**src/sv/multichannel_biquad_iir_filter_top_assert.svh**
```systemverilog
// Assertion macros for the multichannel biquad filter.
// Used by the top level; needs nothing else.
`ifndef MULTICHANNEL_BIQUAD_IIR_FILTER_TOP_ASSERT_SVH
`define MULTICHANNEL_BIQUAD_IIR_FILTER_TOP_ASSERT_SVH

// Same-cycle implication, disabled during reset
`define BQ_ASSERT_NOW(label, clk, rst_n, ante, cons, msg) \
    label: assert property (@(posedge clk) disable iff (!rst_n) (ante) |-> (cons)) \
        else $error(msg);

// Next-cycle implication, disabled during reset
`define BQ_ASSERT_NEXT(label, clk, rst_n, ante, cons, msg) \
    label: assert property (@(posedge clk) disable iff (!rst_n) (ante) |=> (cons)) \
        else $error(msg);

`endif

```
**src/sv/biquad_pkg.sv**
```systemverilog
// Shared types, constants and saturation helpers for the biquad filter.
// No dependencies.
package biquad_pkg;

    localparam int CHAN_W   = 3;
    localparam int SAMPLE_W = 16;
    localparam int COEF_W   = 24;
    localparam int DELAY_W  = 40;
    localparam int ACC_W    = 42;
    localparam int FRAC_W   = 20;
    localparam int CFG_IDX_W = 3;

    localparam logic signed [COEF_W-1:0] COEF_ONE  = 24'sh100000;
    localparam logic signed [COEF_W-1:0] COEF_ZERO = 24'sh000000;

    localparam logic signed [DELAY_W-1:0] DELAY_MAX = 40'sh7F_FFFF_FFFF;
    localparam logic signed [DELAY_W-1:0] DELAY_MIN = 40'sh80_0000_0000;
    localparam logic signed [SAMPLE_W-1:0] SAMPLE_MAX = 16'sh7FFF;
    localparam logic signed [SAMPLE_W-1:0] SAMPLE_MIN = 16'sh8000;

    // Half an output LSB, for round half up
    localparam logic signed [ACC_W-1:0] ROUND_HALF = 42'sd524288;

    // Coefficient register indexes
    typedef enum logic [CFG_IDX_W-1:0] {
        CFG_FF_COEF_0 = 3'd0,
        CFG_FF_COEF_1 = 3'd1,
        CFG_FF_COEF_2 = 3'd2,
        CFG_FB_COEF_1 = 3'd3,
        CFG_FB_COEF_2 = 3'd4
    } t_cfg_idx;

    // Sequencer states
    typedef enum logic [2:0] {
        ST_IDLE,
        ST_MUL_U,
        ST_ACC_Y,
        ST_MUL_FB,
        ST_WRITE
    } t_state;

    // State memory strobes
    typedef struct packed {
        logic rd_en;
        logic wr_en;
    } t_mem_ctl;

    // Take 20 fractional bits off a rounded sum and clamp to 16 bits signed
    function automatic logic signed [SAMPLE_W-1:0] sat_sample(
        input logic signed [ACC_W-1:0] v
    );
        logic signed [ACC_W-FRAC_W-1:0] s;
        s = v[ACC_W-1:FRAC_W];
        if (s > 22'sd32767) begin
            return SAMPLE_MAX;
        end else if (s < -22'sd32768) begin
            return SAMPLE_MIN;
        end else begin
            return s[SAMPLE_W-1:0];
        end
    endfunction

    // Clamp a delay update to 40 bits signed
    function automatic logic signed [DELAY_W-1:0] sat_delay(
        input logic signed [ACC_W-1:0] v
    );
        if (v > 42'(DELAY_MAX)) begin
            return DELAY_MAX;
        end else if (v < 42'(DELAY_MIN)) begin
            return DELAY_MIN;
        end else begin
            return v[DELAY_W-1:0];
        end
    endfunction

endpackage

```
**src/sv/biquad_state_mem.sv**
```systemverilog
// Per-channel delay state memory {z2, z1} with a registered read.
// Depends on biquad_pkg. Entries read as zero until first written after reset.
module biquad_state_mem #(
    parameter int  CHANNELS = 8,
    localparam int IDX_W    = (CHANNELS > 1) ? $clog2(CHANNELS) : 1
) (
    input  logic                      i_clk,
    input  logic                      i_rst_n,
    input  biquad_pkg::t_mem_ctl      i_ctl,
    input  logic [IDX_W-1:0]          i_rd_idx,
    input  logic [IDX_W-1:0]          i_wr_idx,
    input  logic [2*biquad_pkg::DELAY_W-1:0] i_wr_data,
    output logic [2*biquad_pkg::DELAY_W-1:0] o_rd_data
);

    localparam int DATA_W = 2 * biquad_pkg::DELAY_W;

    logic [DATA_W-1:0]   r_mem [CHANNELS];
    logic [CHANNELS-1:0] r_valid;
    logic [DATA_W-1:0]   r_rd_data;
    logic                r_rd_valid;

    // Storage array: write port and registered read port
    always_ff @(posedge i_clk) begin
        if (i_ctl.wr_en) begin
            r_mem[i_wr_idx] <= i_wr_data;
        end
        if (i_ctl.rd_en) begin
            r_rd_data <= r_mem[i_rd_idx];
        end
    end

    // Written flags, cleared at reset so the state starts at zero
    always_ff @(posedge i_clk) begin
        if (!i_rst_n) begin
            r_valid    <= '0;
            r_rd_valid <= 1'b0;
        end else begin
            if (i_ctl.wr_en) begin
                r_valid[i_wr_idx] <= 1'b1;
            end
            if (i_ctl.rd_en) begin
                r_rd_valid <= r_valid[i_rd_idx];
            end
        end
    end

    assign o_rd_data = r_rd_valid ? r_rd_data : '0;

endmodule

```
**src/sv/multichannel_biquad_iir_filter_top.sv**
```systemverilog
// Top level of the multichannel transposed direct form II biquad filter.
// Depends on biquad_pkg, biquad_state_mem and the assertion macro header.
//
// Each sample transfer carries a channel on tuser and a signed 16-bit sample on
// tdata; one filtered sample comes back per input, with its channel, in order.
// Coefficients b0, b1, b2, a1, a2 are signed Q4.20 written through the config
// port (index 0..4, other indexes ignored); the user must write them only while
// no sample is in flight, which the block does not enforce. Channel state sits
// in a small synchronous memory, read on acceptance and written back last; an
// item passes the state read with the feedforward products, the rounding step,
// the feedback products and the write-back, and the next item is taken in the
// write-back step with the state forwarded if it hits the same channel. The
// result is registered in the rounding step, which stalls until the output is
// free. Channel numbers at or above CHANNELS wrap onto the state store modulo
// CHANNELS. All state reads as zero after reset with no clearing pass.
`include "multichannel_biquad_iir_filter_top_assert.svh"

module multichannel_biquad_iir_filter_top #(
    parameter int CHANNELS = 8
) (
    input  logic        i_clk,
    input  logic        i_rst_n,
    // Input stream
    input  logic        i_s_axis_tvalid,
    output logic        o_s_axis_tready,
    input  logic [15:0] i_s_axis_tdata,   // [15:0] sample_in
    input  logic [2:0]  i_s_axis_tuser,   // [2:0] chan
    // Output stream
    output logic        o_m_axis_tvalid,
    input  logic        i_m_axis_tready,
    output logic [15:0] o_m_axis_tdata,   // [15:0] sample_out
    output logic [2:0]  o_m_axis_tuser,   // [2:0] chan_out
    // Coefficient write channel
    input  logic        i_cfg_valid,
    output logic        o_cfg_ready,
    input  logic [2:0]  i_cfg_index,
    input  logic [23:0] i_cfg_data
);

    localparam int IDX_W   = (CHANNELS > 1) ? $clog2(CHANNELS) : 1;
    localparam int DLY_W   = biquad_pkg::DELAY_W;
    localparam int ACC_W   = biquad_pkg::ACC_W;
    localparam int SMP_W   = biquad_pkg::SAMPLE_W;
    localparam int CF_W    = biquad_pkg::COEF_W;
    localparam int CH_W    = biquad_pkg::CHAN_W;
    localparam int EXT_W   = 7;
    localparam logic [EXT_W-1:0] CHAN_LIM = EXT_W'(CHANNELS);

    // Coefficients
    logic signed [CF_W-1:0] r_b0, r_b1, r_b2, r_a1, r_a2;

    // Sequencer
    biquad_pkg::t_state r_state, n_state;
    logic               s_fire;
    logic               out_free;
    biquad_pkg::t_mem_ctl mem_ctl;

    // Item registers
    logic signed [SMP_W-1:0] r_u;
    logic [CH_W-1:0]         r_chan;
    logic [IDX_W-1:0]        r_idx, n_idx;
    logic                    r_fwd, n_fwd;
    logic [CH_W-1:0]         chan_red;
    logic [EXT_W-1:0]        chan_ext;

    // Datapath
    logic signed [DLY_W-1:0] r_z1, r_z2, r_wb_z1, r_wb_z2, n_z1, n_z2;
    logic signed [DLY_W-1:0] r_pa, r_pb, prod_a, prod_b;
    logic signed [ACC_W-1:0] r_acc1, r_acc2, n_acc1, y_sum;
    logic signed [SMP_W-1:0] r_ys, n_ys;
    logic signed [CF_W-1:0]  mul_a_coef, mul_b_coef;
    logic signed [SMP_W-1:0] mul_a_data, mul_b_data;
    logic [2*DLY_W-1:0]      mem_rd_data;

    // Output register
    logic                    r_out_valid;
    logic [CH_W-1:0]         r_out_chan;
    logic signed [SMP_W-1:0] r_out_sample;

    assign o_cfg_ready = 1'b1;

    // Coefficient registers
    always_ff @(posedge i_clk) begin
        if (!i_rst_n) begin
            r_b0 <= biquad_pkg::COEF_ONE;
            r_b1 <= biquad_pkg::COEF_ZERO;
            r_b2 <= biquad_pkg::COEF_ZERO;
            r_a1 <= biquad_pkg::COEF_ZERO;
            r_a2 <= biquad_pkg::COEF_ZERO;
        end else if (i_cfg_valid) begin
            case (i_cfg_index)
                biquad_pkg::CFG_FF_COEF_0: r_b0 <= i_cfg_data;
                biquad_pkg::CFG_FF_COEF_1: r_b1 <= i_cfg_data;
                biquad_pkg::CFG_FF_COEF_2: r_b2 <= i_cfg_data;
                biquad_pkg::CFG_FB_COEF_1: r_a1 <= i_cfg_data;
                biquad_pkg::CFG_FB_COEF_2: r_a2 <= i_cfg_data;
                default: ;
            endcase
        end
    end

    // Channel to state index: chan modulo CHANNELS by repeated subtraction
    always_comb begin
        chan_red = i_s_axis_tuser;
        for (int k = 0; k < (1 << CH_W); k++) begin
            if ({4'd0, chan_red} >= CHAN_LIM) begin
                chan_red = CH_W'({4'd0, chan_red} - CHAN_LIM);
            end
        end
        chan_ext = EXT_W'(chan_red);
        n_idx    = chan_ext[IDX_W-1:0];
    end

    // Next state and handshake
    always_comb begin
        n_state         = r_state;
        o_s_axis_tready = 1'b0;
        out_free        = !r_out_valid || i_m_axis_tready;
        case (r_state)
            biquad_pkg::ST_IDLE: begin
                o_s_axis_tready = 1'b1;
                if (i_s_axis_tvalid) begin
                    n_state = biquad_pkg::ST_MUL_U;
                end
            end
            biquad_pkg::ST_MUL_U: begin
                n_state = biquad_pkg::ST_ACC_Y;
            end
            biquad_pkg::ST_ACC_Y: begin
                if (out_free) begin
                    n_state = biquad_pkg::ST_MUL_FB;
                end
            end
            biquad_pkg::ST_MUL_FB: begin
                n_state = biquad_pkg::ST_WRITE;
            end
            biquad_pkg::ST_WRITE: begin
                o_s_axis_tready = 1'b1;
                n_state = i_s_axis_tvalid ? biquad_pkg::ST_MUL_U : biquad_pkg::ST_IDLE;
            end
            default: begin
                n_state = biquad_pkg::ST_IDLE;
            end
        endcase
        s_fire        = i_s_axis_tvalid && o_s_axis_tready;
        mem_ctl.rd_en = s_fire;
        mem_ctl.wr_en = (r_state == biquad_pkg::ST_WRITE);
        // Same channel as the one being written back: take the fresh values
        n_fwd         = (r_state == biquad_pkg::ST_WRITE) && (n_idx == r_idx);
    end

    always_ff @(posedge i_clk) begin
        if (!i_rst_n) begin
            r_state <= biquad_pkg::ST_IDLE;
        end else begin
            r_state <= n_state;
        end
    end

    // Multiplier operand selection: feedforward pass, then feedback pass
    always_comb begin
        mul_a_coef = r_b0;
        mul_a_data = r_u;
        mul_b_coef = r_b1;
        mul_b_data = r_u;
        case (r_state)
            biquad_pkg::ST_ACC_Y: begin
                mul_a_coef = r_b2;
            end
            biquad_pkg::ST_MUL_FB: begin
                mul_a_coef = r_a1;
                mul_a_data = r_ys;
                mul_b_coef = r_a2;
                mul_b_data = r_ys;
            end
            default: ;
        endcase
    end

    assign prod_a = mul_a_coef * mul_a_data;
    assign prod_b = mul_b_coef * mul_b_data;

    // Output rounding and delay updates
    always_comb begin
        y_sum  = ACC_W'(r_pa) + ACC_W'(r_z1) + biquad_pkg::ROUND_HALF;
        n_ys   = biquad_pkg::sat_sample(y_sum);
        n_acc1 = ACC_W'(r_pb) + ACC_W'(r_z2);
        n_z1   = biquad_pkg::sat_delay(r_acc1 - ACC_W'(r_pa));
        n_z2   = biquad_pkg::sat_delay(r_acc2 - ACC_W'(r_pb));
    end

    // Datapath registers
    always_ff @(posedge i_clk) begin
        if (s_fire) begin
            r_u    <= i_s_axis_tdata;
            r_chan <= i_s_axis_tuser;
            r_idx  <= n_idx;
        end
        case (r_state)
            biquad_pkg::ST_MUL_U: begin
                r_pa <= prod_a;
                r_pb <= prod_b;
                r_z1 <= r_fwd ? r_wb_z1 : mem_rd_data[DLY_W-1:0];
                r_z2 <= r_fwd ? r_wb_z2 : mem_rd_data[2*DLY_W-1:DLY_W];
            end
            biquad_pkg::ST_ACC_Y: begin
                if (out_free) begin
                    r_ys   <= n_ys;
                    r_acc1 <= n_acc1;
                    r_pa   <= prod_a;
                end
            end
            biquad_pkg::ST_MUL_FB: begin
                r_acc2 <= ACC_W'(r_pa);
                r_pa   <= prod_a;
                r_pb   <= prod_b;
            end
            biquad_pkg::ST_WRITE: begin
                r_wb_z1 <= n_z1;
                r_wb_z2 <= n_z2;
            end
            default: ;
        endcase
    end

    // Forwarding flag
    always_ff @(posedge i_clk) begin
        if (!i_rst_n) begin
            r_fwd <= 1'b0;
        end else if (s_fire) begin
            r_fwd <= n_fwd;
        end
    end

    // Output register: loaded once the rounded sample is ready
    always_ff @(posedge i_clk) begin
        if (!i_rst_n) begin
            r_out_valid <= 1'b0;
        end else if (r_state == biquad_pkg::ST_ACC_Y && out_free) begin
            r_out_valid <= 1'b1;
        end else if (i_m_axis_tready) begin
            r_out_valid <= 1'b0;
        end
    end

    always_ff @(posedge i_clk) begin
        if (r_state == biquad_pkg::ST_ACC_Y && out_free) begin
            r_out_chan   <= r_chan;
            r_out_sample <= n_ys;
        end
    end

    assign o_m_axis_tvalid = r_out_valid;
    assign o_m_axis_tdata  = r_out_sample;
    assign o_m_axis_tuser  = r_out_chan;

    // Channel state store
    biquad_state_mem #(
        .CHANNELS (CHANNELS)
    ) u_state_mem (
        .i_clk     (i_clk),
        .i_rst_n   (i_rst_n),
        .i_ctl     (mem_ctl),
        .i_rd_idx  (n_idx),
        .i_wr_idx  (r_idx),
        .i_wr_data ({n_z2, n_z1}),
        .o_rd_data (mem_rd_data)
    );

    // Checks
    `BQ_ASSERT_NEXT(a_fire_starts, i_clk, i_rst_n, s_fire,
        r_state == biquad_pkg::ST_MUL_U, "accepted sample did not start the multiply pass")
    `BQ_ASSERT_NOW(a_fwd_origin, i_clk, i_rst_n, (r_state == biquad_pkg::ST_MUL_U) && r_fwd,
        $past(r_state) == biquad_pkg::ST_WRITE, "forwarding without a write-back in flight")
    `BQ_ASSERT_NOW(a_out_source, i_clk, i_rst_n, $rose(r_out_valid),
        $past(r_state) == biquad_pkg::ST_ACC_Y, "result appeared outside the rounding step")

endmodule
```
**config.mk**
```make
export PLATFORM = sky130hd
export DESIGN_NAME = multichannel_biquad_iir_filter_top
export DESIGN_NICKNAME = d
export VERILOG_FILES = /design/src/sv/biquad_pkg.sv /design/src/sv/biquad_state_mem.sv /design/src/sv/multichannel_biquad_iir_filter_top.sv
export VERILOG_INCLUDE_DIRS = /design/src /design/src/sv
export SDC_FILE = /design/constraint.sdc
export NUM_CORES = 2
export LEC_CHECK = 0
export ABC_AREA = 1
export BUFFER_PORTS_ARGS = -buffer_cell sky130_fd_sc_hd__buf_2
export CORE_MARGIN = 2
export CORE_UTILIZATION = 30
export DETAILED_ROUTE_END_ITERATION = 7
export PLACE_DENSITY = 0.54
export SYNTH_ARGS = -nofsm -noshare
export SYNTH_HDL_FRONTEND = slang
export SYNTH_HIERARCHICAL = 1
export SYNTH_SLANG_ARGS = --single-unit
```
**constraint.sdc**
```tcl
create_clock -name i_clk -period 26.2 [get_ports i_clk]
set_clock_uncertainty 0.2 [all_clocks]
set_input_delay 2.62 -clock i_clk [delete_from_list [all_inputs] [get_ports i_clk]]
set_output_delay 2.62 -clock i_clk [all_outputs]
set_load 0.005 [all_outputs]
```
== Word level (Yosys, flattened, before mapping) ==
Memories as Yosys holds them, arrays and structs flattened. A register that Yosys moved wholly into a read port is not among the register bits.
Cells that the tools add are included.

* Magnitude comparators: 9
* Mux-type cells: 27
* $add $sub $neg: 5
* Bitwise gates (word level): 1
* Eq/ne operators: 11
* Reduce and logical (&&, ||, !) cells: 20
* $mul: 2

{| class="wikitable"
|+ Operators with widths
! operator !! count
|-
| 2-to-1 mux 40 bit || 7
|-
| adder 40 x 40 -> 41 bit || 2
|-
| multiplier 24 x 16 -> 40 bit || 2
|-
| 2-to-1 mux 80 bit || 1
|-
| one-hot mux 40 bit (2 select lines) || 1
|-
| 2-to-1 mux 16 bit || 3
|-
| one-hot mux 24 bit (2 select lines) || 1
|-
| adder 41 x 21 -> 42 bit, second input constant || 1
|-
| greater-than comparator 42 x 40 -> 1 bit, second input constant || 1
|-
| < comparator 42 x 40 -> 1 bit, second input constant || 1
|-
| subtractor 42 x 40 -> 42 bit || 1
|-
| greater-than comparator 41 x 40 -> 1 bit, second input constant || 1
|-
| < comparator 41 x 40 -> 1 bit, second input constant || 1
|-
| subtractor 40 x 40 -> 41 bit || 1
|-
| 2-to-1 mux 24 bit || 1
|-
| greater-than comparator 22 x 16 -> 1 bit, second input constant || 1
|-
| < comparator 22 x 16 -> 1 bit, second input constant || 1
|-
| AND reduction 2 bit || 8
|-
| one-hot mux 3 bit (5 select lines) || 1
|-
| == test 3 x 2 -> 1 bit, second input constant || 4
|-
| < comparator 3 x 4 -> 1 bit, second input constant || 2
|-
| 2-to-1 mux 1 bit || 8
|-
| OR 8 bit || 1
|-
| == test 3 x 1 -> 1 bit, second input constant || 2
|-
| 13 further kinds || 22
|}

* Output and inout bits: 22
* Memories kept: 1
* Memory bits (writable): 640
* Register bits: 510
* Word-level logic and storage cells: 99
* Input port bits: 51

{| class="wikitable"
|+ Memory list
! memory !! words !! width !! rd ports !! clocked after Yosys merged registers in !! write ports !! RTL line !! source
|-
| u_state_mem.r_mem || 8 || 80 || 1 || 1 || 1 || biquad_state_mem.sv:18 || <nowiki>logic [DATA_W-1:0] r_mem [CHANNELS];</nowiki>
|}

== Logic depth before layout (Yosys ltp) ==
* Depth after elaboration: 5
* Depth in mapped cells: 36
* Depth with buffers taken out: 33

== Modules after synthesis ==
Netlist, hierarchy kept.

{| class="wikitable"
|+ Modules (own cells, without submodules)
! module !! cells an instance !! seq. area each (µm²) !! area an instance (µm²) !! times used
|-
| multichannel_biquad_iir_filter_top || 6708 || 13282.7 || 56389.1 || 1
|-
| biquad_state_mem || 2127 || 21800.9 || 28219.6 || 1
|}

== Least setup slack after synthesis ==
Ideal clock, no wire load.

* Path kind: reg-to-reg
* From: reg r_state[0]
* To: mem u_state_mem/r_mem[3][0] (netlist bit) (enable)
* Cell stages (with the launch flop): 6
* Setup slack: 17413 ps
* Required time: 25478 ps
* Setup time: 522 ps
* Data arrival time: 8065 ps
* Path buffers: 0
* Clock period less this slack: 8787 ps
* Cells stage by stage: dfxtp_1 -> nor2_1 -> inv_1 -> nor2_1 -> nand2_1 -> nor2_1

{| class="wikitable"
|+ RTL lines
! what !! RTL line !! source
|-
| start, declared || multichannel_biquad_iir_filter_top.sv:53 || <nowiki>biquad_pkg::t_state r_state, n_state;</nowiki>
|-
| start signal, assigned || multichannel_biquad_iir_filter_top.sv:154 || <nowiki>r_state <= biquad_pkg::ST_IDLE;</nowiki>
|-
| start signal, assigned || multichannel_biquad_iir_filter_top.sv:156 || <nowiki>r_state <= n_state;</nowiki>
|-
| end, declared || biquad_state_mem.sv:18 ||
|}

== Final worst setup path ==
* From: reg r_state[2]
* To: reg r_pa[28] (data pin)

* Longest elaborated chain between the ends: 5
* Elaborated cells on any way between the ends: 9
* Classes of those cells: 1 x mul; 3 x eq/ne; 4 x mux; 1 x reduce/logical

{| class="wikitable"
|+ Ends and longest elaborated chain
! what !! RTL line !! source
|-
| == test 3 x 2 -> 1 bit || multichannel_biquad_iir_filter_top.sv:166 || <nowiki>case (r_state)</nowiki>
|-
| one-hot mux 24 bit (2 select lines) or 2-to-1 mux 16 bit (tied branches) || multichannel_biquad_iir_filter_top.sv:166 ||
|-
| multiplier 24 x 16 -> 40 bit (*) || multichannel_biquad_iir_filter_top.sv:180 || <nowiki>assign prod_a = mul_a_coef * mul_a_data;</nowiki>
|-
| via prod_a[28] || multichannel_biquad_iir_filter_top.sv:68 || <nowiki>logic signed [DLY_W-1:0] r_pa, r_pb, prod_a, prod_b;</nowiki>
|-
| 2-to-1 mux 40 bit || multichannel_biquad_iir_filter_top.sv:207 || <nowiki>if (out_free) begin</nowiki>
|-
| one-hot mux 40 bit (2 select lines) (*) || multichannel_biquad_iir_filter_top.sv:199 || <nowiki>case (r_state)</nowiki>
|-
| end signal, assigned || multichannel_biquad_iir_filter_top.sv:201 || <nowiki>r_pa <= prod_a;</nowiki>
|-
| end signal, assigned || multichannel_biquad_iir_filter_top.sv:210 || <nowiki>r_pa <= prod_a;</nowiki>
|-
| end signal, assigned || multichannel_biquad_iir_filter_top.sv:215 || <nowiki>r_pa <= prod_a;</nowiki>
|-
| end, declared || multichannel_biquad_iir_filter_top.sv:68 ||
|}

The timed path passes the listed nets; every way through them passes the cells marked *. The select of a mux whose other input is x is not followed.
A chain may end at the register's enable or synchronous reset.

==> results.toml <==
[status]
status = "complete, no violations"

[synth]
yosys.area.top_type = "edfxtp_1"
ys_seq_elements = 1213
synth.avg_cell_area_sq_um = 9.58
yosysTopAreaCellShare = 0.383
synth_ff_type = "edfxtp_1"
synthesis.area_sq_mm = 0.0846
yosysSeqAreaShare = 0.415
netlist_instances = 8835
synth_edf_count = 1079
synth_fp_nets = 10000
synth.area.top_cells = "edfxtp_1 38%, fa_1 18%, nand2_1 7.2%"
synthArstFlopShare = 0
yosysUniqueCellTypes = 61
synth_warnings = 6

[cts]
clk_pin_slew_worst_paths_ns = 0.06
cts_setup_buffers = 0
htreeDepth = 4
clock_latency_ns = 0.81
cts_hold_buf = 0
clock_path_buffers = 3
cts_resized = 0
cts-root-buf = "clkbuf_16"
cts_inserted_buffers = 135
cts_tree = "built"
clock-sinks = 1213

[routing]
routedWlPerCell_microns = 21.9
wl_microns = 278000
drt_iter0_drc = 5327
drc_errors = 0
viasPerCell = 4.89
first_pass_iters = 6
vias = 62000
ant_nets = 0

[critical_path]
critical_path_buf_inv_count = 8
cp-end-kind = "flip-flop"
cpMostUsedCell = "fa_1"
required_ns = 26.61
cp.arrival_ns = 9.73
critPathKind = "flip-flop to flip-flop"
cp_top_family = "adder cells"
path_max_fanout = 64
startpoint_type = "flip-flop"
crit_slowest_cell = "buf_4"
critical-path-max-stage-delay_ns = 0.77

[global_route]
grt_pass1_vias = 63100
grt_pass1_wl_microns = 413000
grt_max_degree = 143
grt_overflow = 0
antenna_found_initial = 16
grt.total_usage = 0.192

[floorplanning]
boundaryPins = 73
start_util = 0.302
row_count = 194
die_area_sq_mm = 0.286
coreArea_sq_mm = 0.280
die_y_microns = 535
die_x_microns = 535

[pwr]
p_total_w = 0.00938
power.density_mw_per_mm2 = 100
p_leak_nw = 39.2
vdd_drop_max_mv = 0.0997

[cells_and_area]
layout-drive-gt1-share = 0.0663
multiInputGateArea_sq_mm = 0.0424
final_common_cell = "nand2_1"
fill_cells = 28700
layout_common_cells = "1617 x nand2_1, 1462 x inv_1, 1129 x nor2_1, 1079 x edfxtp_1, 751 x fa_1"
nets = 10000
regArea_sq_mm = 0.0351
syn_to_final_growth_pct = 10.5

[timing]
tns_ns = 0
fin_crit_ns = 9.32
maxSlewHeadroom = 0.0847
worst-slew-pin-transition_ns = 1.36
rsz0062_at_grt = "false"
slew_viol_final = 0
finalCritPeriodShare = 0.356
max_freq_ghz = 0.107
finalHoldViolations = 0
setup_viol = 0

[placement]
gp_congestion = 0.947
hpwl_microns = 206000
portBuffers = 71

[worst_hold_path]
min_path_type = "flip-flop to flip-flop"

[job]
maxCapViolations = 0
[logic make-up (layout without fill, tap and decap cells)]
logic type,after synthesis,after routing,share of synthesized area
and+or+nand+nor,3020,3020,0.140
buffers and inverters,1802,1916,0.0864
AOI/OAI and AO/OA,1355,1355,0.0896
DFF,1213,1213,0.415
adders and majority gates,1146,1146,0.236
xor gates and xnor gates,217,217,0.0225
muxes,81,81,0.0108
other,1,2,0.0000443
[sequential cells by signal, indices dropped and copies added (netlist names), 3 cells and up]
name                   flops
o_m_axis_tuser             3
r_a1                      24
r_a2                      24
r_acc1                    41
r_acc2                    40
r_b0                      24
r_b1                      24
r_b2                      24
r_idx                      3
r_pa                      40
r_pb                      40
r_state                    3
r_u                       16
r_wb_z1                   40
r_wb_z2                   40
r_ys                      16
r_z1                      40
r_z2                      40
u_state_mem/r_mem        640
u_state_mem/r_rd_data     80
u_state_mem/r_valid        8
[per-layer routing]
metal / wire length (microns) / track usage / vias to the layer above / part of all wire
met3: 17100 / 0.0298 / 408 / 0.061
met1: 126000 / 0.267 / 31100 / 0.45
met5: 18 / 0 / - / 0.000065
li1: - / - / 28400 / -
met4: 8730 / 0.0595 / 4 / 0.031
met2: 126000 / 0.307 / 2034 / 0.45
[area by class of cell]
| class | count | share of cell area |
|---|---|---|
| multi-input cells | 5820 | 0.453 |
| flip-flops and latches | 1213 | 0.375 |
| inverters | 1500 | 0.0604 |
| well taps | 3724 | 0.0499 |
| clock buffers | 162 | 0.0379 |
| repair buffers | 167 | 0.0117 |
| clock inverters | 87 | 0.0112 |
| diodes | 1 | 0.0000268 |
[power by group]
| group | switching, W | leakage, nW | internal [W] |
|---|---|---|---|
| logic | 0.00305 | 26.0 | 0.00120 |
| clock network | 0.000845 | 2.22 | 0.00112 |
| registers | 0.000188 | 11.0 | 0.00297 |
| total | 0.00408 | 39.2 | 0.00530 |
[final timing paths]
kind	depth (start not counted)	start	slack, ns	to
max	28	r_state[2]	16.88	r_pa[28]
min	2	r_a2[4]	0.24	r_a2[4]
max reg2reg	28	r_state[2]	16.88	r_pa[28]
min reg2reg	2	r_a2[4]	0.24	r_a2[4]
[synthesized netlist by cell type (68+ instances only)]
library cell and number:
o21ai_0 586, buf_2 99, clkbuf_1 138, nand2_1 1617, xor2_1 139, o21ai_1 68, ha_1 395, edfxtp_1 1079
xnor2_1 78, a21oi_1 337, nor2_1 1142, mux2_2 80, inv_1 1462, o22ai_1 170, nand3_1 123, dfxtp_1 134
fa_1 751
[through the flow]
stage | utilization | std cells | area (sq um) | hold WS [ns] | setup slack (ns)
after floorplan | - | 8835 | 84600 | 0.225 | 17.41
after global routing | 0.334 | 12700 | 93500 | 0.262 | 16.37
after CTS | 0.334 | 12700 | 93400 | 0.246 | 16.95
after detailed placement | 0.317 | 12400 | 88800 | 0.237 | 16.97
after global placement | 0.317 | 12400 | 88800 | 0.234 | 16.98
final | 0.334 | 12700 | 93500 | 0.244 | 16.88
[worst register-to-register path: cells and delay by family (launching register included)]
kind / cells / cell delay [ns]
fa+ha+maj: 7 / 3.47
buf+inv: 8 / 2.61
simple gates: 9 / 1.38
compound gates: 3 / 0.92
flops: 1 / 0.40
xor+xnor: 1 / 0.19
No activity file was read; power rests on OpenSTA's default activity.
